===== src/design/fcdc_pkg.sv =====
`default_nettype none
package fcdc_pkg;

	localparam int unsigned WORD_W    = 64;
	localparam int unsigned CFG_W     = 63;
	localparam int unsigned MAXF_W    = 8;
	localparam int unsigned CFG_IDX_W = 3;
	localparam int unsigned DIV_CNT_W = $clog2(WORD_W);

	// Register indexes
	localparam logic [CFG_IDX_W-1:0] REG_FINE_IS_STABLE   = 3'd0;
	localparam logic [CFG_IDX_W-1:0] REG_JITTER_ALLOWANCE = 3'd1;
	localparam logic [CFG_IDX_W-1:0] REG_FAILURE_MARGIN   = 3'd2;
	localparam logic [CFG_IDX_W-1:0] REG_SHORT_SPAN_LIMIT = 3'd3;
	localparam logic [CFG_IDX_W-1:0] REG_QUIET_INTERVAL   = 3'd4;
	localparam logic [CFG_IDX_W-1:0] REG_MAX_FAILURES     = 3'd5;

	// Register reset values
	localparam logic [CFG_W-1:0]  RST_JITTER_ALLOWANCE = 63'd4;
	localparam logic [CFG_W-1:0]  RST_FAILURE_MARGIN   = 63'd50;
	localparam logic [CFG_W-1:0]  RST_SHORT_SPAN_LIMIT = 63'd2000;
	localparam logic [CFG_W-1:0]  RST_QUIET_INTERVAL   = 63'd5000;
	localparam logic [MAXF_W-1:0] RST_MAX_FAILURES     = 8'd4;

	// Shared adder request and response
	typedef struct packed {
		logic [WORD_W-1:0] a;
		logic [WORD_W-1:0] b;
		logic              invert_b;
		logic              carry_in;
	} alu_req_t;

	typedef struct packed {
		logic [WORD_W-1:0] sum;
		logic              carry_out;
	} alu_rsp_t;

	// a + b
	function automatic alu_req_t alu_add(input logic [WORD_W-1:0] a, input logic [WORD_W-1:0] b);
		alu_req_t r;
		r.a        = a;
		r.b        = b;
		r.invert_b = 1'b0;
		r.carry_in = 1'b0;
		return r;
	endfunction

	// a - b, carry out set when no borrow
	function automatic alu_req_t alu_sub(input logic [WORD_W-1:0] a, input logic [WORD_W-1:0] b);
		alu_req_t r;
		r.a        = a;
		r.b        = b;
		r.invert_b = 1'b1;
		r.carry_in = 1'b1;
		return r;
	endfunction

endpackage
`default_nettype wire


===== src/design/fcdc_alu.sv =====
`default_nettype none
module fcdc_alu import fcdc_pkg::*; (
	input  alu_req_t req,
	output alu_rsp_t rsp
);

	logic [WORD_W-1:0] b_op;
	logic [WORD_W:0]   total;

	// Add with optional inverted operand and carry in
	assign b_op  = req.invert_b ? ~req.b : req.b;
	assign total = {1'b0, req.a} + {1'b0, b_op} + {{WORD_W{1'b0}}, req.carry_in};

	assign rsp.sum       = total[WORD_W-1:0];
	assign rsp.carry_out = total[WORD_W];

endmodule
`default_nettype wire


===== config.mk =====
export PLATFORM = sky130hd
export DESIGN_NAME = fcdc_alu
export DESIGN_NICKNAME = d
export VERILOG_FILES = /design/src/design/fcdc_pkg.sv /design/src/design/fcdc_alu.sv
export SDC_FILE = /design/constraint.sdc
export NUM_CORES = 1
export LEC_CHECK = 0
export BUFFER_PORTS_ARGS = -buffer_cell sky130_fd_sc_hd__clkbuf_2
export CORE_MARGIN = 4
export CORE_UTILIZATION = 45
export DETAILED_ROUTE_END_ITERATION = 7
export PLACE_DENSITY_LB_ADDON = 0.2
export RECOVER_POWER = 50
export SYNTH_ARGS = -nofsm -noshare
export SYNTH_HDL_FRONTEND = slang
export SYNTH_SLANG_ARGS = --single-unit

===== constraint.sdc =====
create_clock -name vclk -period 13.53
set_clock_uncertainty 0.15 [all_clocks]
set_input_delay 4.059 -clock vclk [all_inputs]
set_output_delay 4.059 -clock vclk [all_outputs]
set_load 0.05 [all_outputs]

Word-level counts from Yosys, hierarchy flattened
Cells that the tools add are included.

cells by class
  multiplexer cells = 1
  $add $sub $neg = 2
  bitwise operators = 1

operators by type and width
  kind                                       number
  64-bit by 64-bit adder with 65-bit output  1
  65-bit by 1-bit adder with 65-bit output   1
  64-bit 2-to-1 mux                          1
  64-bit NOT                                 1

storage, ports and cells
  word-level logic and storage cells = 4
  bits in registers = 0
  input bits = 130
  output and inout port bits = 65

Logic depth before layout (Yosys ltp)
Gate-level depths: netlist (run 1).

  depth after elaboration = 4
  depth in mapped cells = 14
  gate-level depth less buffers = 12

Worst setup path after synthesis (run 1)
Ideal clock, no wire load.

  path type = input port to output port
  start = input req[1] (netlist name)
  end = output rsp[47] (netlist name)
  cell stages on the path = 14
  arrival time = 8121 ps
  path slack = 1200 ps
  path buffers = 2
  cells stage by stage = clkbuf_1 -> buf_1 -> xnor2_1 -> fa_1 -> fa_1 -> nand2b_1 -> a21oi_2 -> o21ai_0 -> nand2_1 -> a31oi_2 -> o31a_4 -> o41ai_4 -> a221oi_2 -> xnor2_1

RTL lines
  item         RTL line       source
  from (decl)  fcdc_alu.sv:3  input alu_req_t req,
  to (decl)    fcdc_alu.sv:4  output alu_rsp_t rsp

==> flow_summary.json, run 1 <==
{
  "grt_pass1_wl_um": 22600,
  "drt-wirelength-per-cell_um": 14.9,
  "power.internal_mw": 0.176,
  "cp_data_required_time_ps": 9320,
  "drc": 0,
  "synth_nets": 842,
  "total_leakage_power_nw": 2.66,
  "die_area_um2": 11800,
  "hold_path_class": "in2out",
  "post-cts-setup-buffer-count": 0,
  "antenna_left": 0,
  "ioPinCount": 195,
  "nClkBuffers": 0,
  "p_seq_share_pct": 0,
  "switchingPower_mw": 0.464,
  "die_y_um": 109,
  "dr.pass1.iters": 5,
  "arrival_ps": 7760,
  "maxSlewViolCount": 0,
  "setup_viol": 0,
  "achievable-frequency_mhz": 83.5,
  "cts_resized": 0,
  "dieWidth_um": 109,
  "antenna_found_initial": 0,
  "power_density_nw_per_um2": 116,
  "met3_usage_pct": 1.30,
  "portBuffers": 195,
  "fin_nets": 1009,
  "layout-drive-gt1-share_pct": 24.3,
  "netlist_area_um2": 4560,
  "track_usage_pct": 22.3,
  "drv_cap": 0,
  "critPathKind": "in2out",
  "grt_busiest_layer": "met2",
  "yosys.area_share.simple_pct": 19.4,
  "min_period_ps": 11970,
  "fin_cells": 945,
  "ff_latch_area_um2": 0,
  "crit_fanout": 34,
  "synth_xor_area_share_pct": 24.2,
  "worstHoldStart": "req[129]",
  "critPathLaunchType": "primary input",
  "setup-tns-final_ps": 0,
  "power.total_mw": 0.640,
  "grt_util_met1_pct": 31.3,
  "final_cell_mix": "clkbuf_2, xor2_1, a21oi_1",
  "grt_pass1_vias": 4985,
  "ys_seq_area_share_pct": 0,
  "vias": 5224,
  "timing.slew.headroom_pct": 56.0,
  "drtIter0Drc": 213,
  "synth_top_area_share_pct": 17.3,
  "status": "completed",
  "synth.area.mux_share_pct": 0,
  "rsz0062_at_grt": "no",
  "worst_pin_slew_ps": 657,
  "netlist_instances": 647,
  "grt.met2_usage_pct": 39.4,
  "max-vdd-ir-drop_uv": 69.4,
  "hold_viol": 0,
  "setup_ws_ps": 1560,
  "area_growth_pct": 21.4,
  "clock_power_share_pct": 0,
  "end_kind": "output pin",
  "post-route-util_pct": 56.4,
  "rows": 36,
  "drt-total-wl_um": 14000,
  "syn_area_per_cell_um2": 7.05,
  "whs_path_depth": 4,
  "final_common_cell": "clkbuf_2",
  "place.gp.congestion": 0.918,
  "finalCritPeriodShare_pct": 88.5,
  "hpwl_um": 12300,
  "dp_slack_ps": 1670,
  "synth_top_area_cell": "ha_1",
  "seq_cell_count": 0,
  "synth_area_leaders": "ha_1, xor2_1, a21oi_1",
  "yosys_warnings": 0,
  "holdPathEnd": "rsp[64]",
  "yosysUniqueCellTypes": 66,
  "vias_per_cell": 5.53,
  "p_sw_share_pct": 72.5,
  "dp_cells": 945,
  "core-area_um2": 9820,
  "synth-compound-area-share_pct": 33.5,
  "synth-adder-area-share_pct": 18.2,
  "overflow": 0,
  "grt_max_degree": 35,
  "diodes": 0,
  "combPwrFrac_pct": 100.0,
  "cts_hold_buf": 0,
  "synth_top_family_by_area": "compound AO/OA/AOI/OAI gates",
  "initial_core_util_pct": 46.5
}
## worst max-delay path by stage
stage	startpoint	end	cells past startpoint
CTS	req[1]	rsp[59]	15
global route	req[1]	rsp[62]	14
detailed placement	req[1]	rsp[59]	15
finish	req[1]	rsp[58]	14
floorplan	req[1]	rsp[47]	14
global placement	req[1]	rsp[59]	15
## worst max-delay path, stage by stage
cell	delay, ps
buf_4	190
buf_4	470
xor2_1	140
ha_1	410
a2111oi_0	410
o21ai_1	140
a21oi_2	160
a211oi_2	110
a211oi_1	610
o21ai_2	220
a21oi_4	230
o21bai_1	120
xor2_1	170
clkbuf_2	300
## per-stage QoR
stage	hold slack (ps)	cell area [µm²]
2_1_floorplan	8360	4560
3_5_place_dp	8500	5580
5_1_grt	8520	5540
6_report	8500	5540
4_1_cts	8500	5580
3_3_place_gp	8500	5580
## cell type report
cell class | count | area (µm²)
fill | 1004 | 4280
timing repair buffer | 197 | 958
inverter | 20 | 75.1
multi-input combinational | 595 | 4340
tap | 133 | 166
## power by group through the flow
stage	registers [mW]	logic, mW	clock network [mW]
after floorplan	0	0.503	0
after global placement	0	0.643	0
after detailed placement	0	0.645	0
after CTS	0	0.648	0
after global routing	0	0.684	0
final	0	0.640	0
## kinds of logic after synthesis
kind of cell,count (synthesis)
xor+xnor,126
buf+inv,52
simple gates,178
compound gates,226
fa+ha+maj,65
## per-layer routing
| layer | part of all wire (%) | vias to the layer above |
|---|---|---|
| li1 | - | 2684 |
| met1 | 45 | 2339 |
| met2 | 48 | 195 |
| met3 | 6.2 | 6 |
| met4 | 0.28 | 0 |
| met5 | 0 | - |
## cells in the mapped netlist, drive strengths merged (14+ instances only)
cell	instances
xor2	90
a21oi	84
ha	63
nand2	56
o21ai	51
nor2	39
xnor2	36
a21o	22
nand4	21
inv	20
buf	19
nor3	16
o21bai	14
No activity file was read; power rests on OpenSTA's default activity.
==> run 2: changes to the inputs <==
Settings changed: CORE_UTILIZATION 45 to 50.
==> run 2 against run 1 <==
  * Worst setup slack got worse by 350 ps
  * Cell count shrank 2.6%
  * Sequential share of layout area unchanged
  * Count of clock-buffer cells in the layout is the same
  * Critical endpoint is now rsp[62]
  * Critical path type unchanged
  * Power barely moved
==> flow_summary.json, run 2 (same netlist as run 1, synthesis figures left out) <==
{
  "hpwl_um": 12300,
  "rows": 34,
  "end_kind": "output pin",
  "drtIter0Drc": 211,
  "ioPinCount": 195,
  "drc": 0,
  "max-vdd-ir-drop_uv": 72.2,
  "portBuffers": 195,
  "setup_viol": 0,
  "drv_cap": 0,
  "die_y_um": 104,
  "grt_max_degree": 29,
  "final_common_cell": "clkbuf_2",
  "power_density_nw_per_um2": 116,
  "ff_latch_area_um2": 0,
  "crit_fanout": 28,
  "drt-wirelength-per-cell_um": 15.4,
  "dieWidth_um": 104,
  "arrival_ps": 8110,
  "path_delay_family": "buffers and inverters",
  "die_area_um2": 10700,
  "fin_nets": 1009,
  "cp_data_required_time_ps": 9320,
  "rsz0062_at_grt": "no",
  "fin_hold_ws_ps": 8500,
  "area_growth_pct": 20.7,
  "worst_path_largest_cell_delay_ps": 900,
  "overflow": 0,
  "critPathLaunchType": "primary input",
  "place.gp.congestion": 0.937,
  "nClkBuffers": 0,
  "final_cell_mix": "clkbuf_2, xor2_1, a21oi_1",
  "cts_hold_buf": 0,
  "initial_core_util_pct": 51.8,
  "cp_cell_sequence": "buf_4 -> clkbuf_1 -> xor2_1 -> ha_1 -> nand4_1 -> nor2_4 -> a21oi_2 -> a211oi_2 -> a211oi_2 -> o21ai_2 -> a21oi_4 -> o31ai_2 -> xor2_1 -> clkbuf_2",
  "setup-tns-final_ps": 0,
  "grt_pass1_wl_um": 23500,
  "hold_path_class": "in2out",
  "drt-total-wl_um": 14200,
  "core-area_um2": 8810,
  "hold_viol": 0,
  "vias_per_cell": 5.84,
  "antenna_left": 0,
  "seq_cell_count": 0,
  "cp_num_cells": 14,
  "maxSlewViolCount": 0,
  "diodes": 0,
  "crit_path_top_delay_cell": "clkbuf_1",
  "whs_path_depth": 4,
  "layout-drive-gt1-share_pct": 24.1,
  "track_usage_pct": 24.5,
  "vias": 5373,
  "achievable-frequency_mhz": 81.2,
  "timing.slew.headroom_pct": 22.9,
  "dr.pass1.iters": 5,
  "min_period_ps": 12320,
  "total_leakage_power_nw": 2.65,
  "path_buf_inv": 3,
  "cts_resized": 0,
  "finalCritPeriodShare_pct": 91.0,
  "post-cts-setup-buffer-count": 0,
  "status": "completed",
  "grt_pass1_vias": 5085,
  "antenna_found_initial": 0,
  "critPathKind": "in2out",
  "worst_pin_slew_ps": 1160
}
[run 2: changes by cell type in the layout (fill, tap and decap cells not counted), sizes merged]
cell | previous run | this run
buf | 3 | 2
clkbuf | 194 | 195
[run 2: metal layers]
| metal | GRT usage (%) | wire length, µm | vias up |
|---|---|---|---|
| li1 | - | - | 2685 |
| met1 | 32.2 | 6150 | 2442 |
| met2 | 44.6 | 6900 | 230 |
| met3 | 2.80 | 973 | 16 |
| met4 | 2.18 | 161 | 0 |
| met5 | 0 | 0 | - |
[run 2: metrics by stage]
stage,instances,total power [mW],cell area (µm²),utilization [%],setup slack (ps)
after floorplan,647,0.503,4560,-,1200
after global placement,920,0.640,5550,63.0,1750
after detailed placement,920,0.644,5550,63.0,1680
after CTS,920,0.646,5550,63.0,1660
after global routing,920,0.682,5510,62.6,782
final,920,0.640,5510,62.6,1210
[run 2: final timing paths]
| kind | from | end | slack, ps |
|---|---|---|---|
| worst max-delay path | req[1] | rsp[62] | 1210 |
| worst min-delay path | req[129] | rsp[64] | 8500 |
[run 2: power breakdown]
group          total, mW  internal (mW)  switching [mW]
combinational      0.640          0.176           0.465
clock                  0              0               0
sequential             0              0               0
total              0.640          0.176           0.465
[run 2: final cells by class]
cell class                      instances  area [µm²]
Fill cell                             883        3300
Timing Repair Buffer                  197         952
Inverter                               20        75.1
Tap cell                              108         135
Multi-Input combinational cell        595        4350
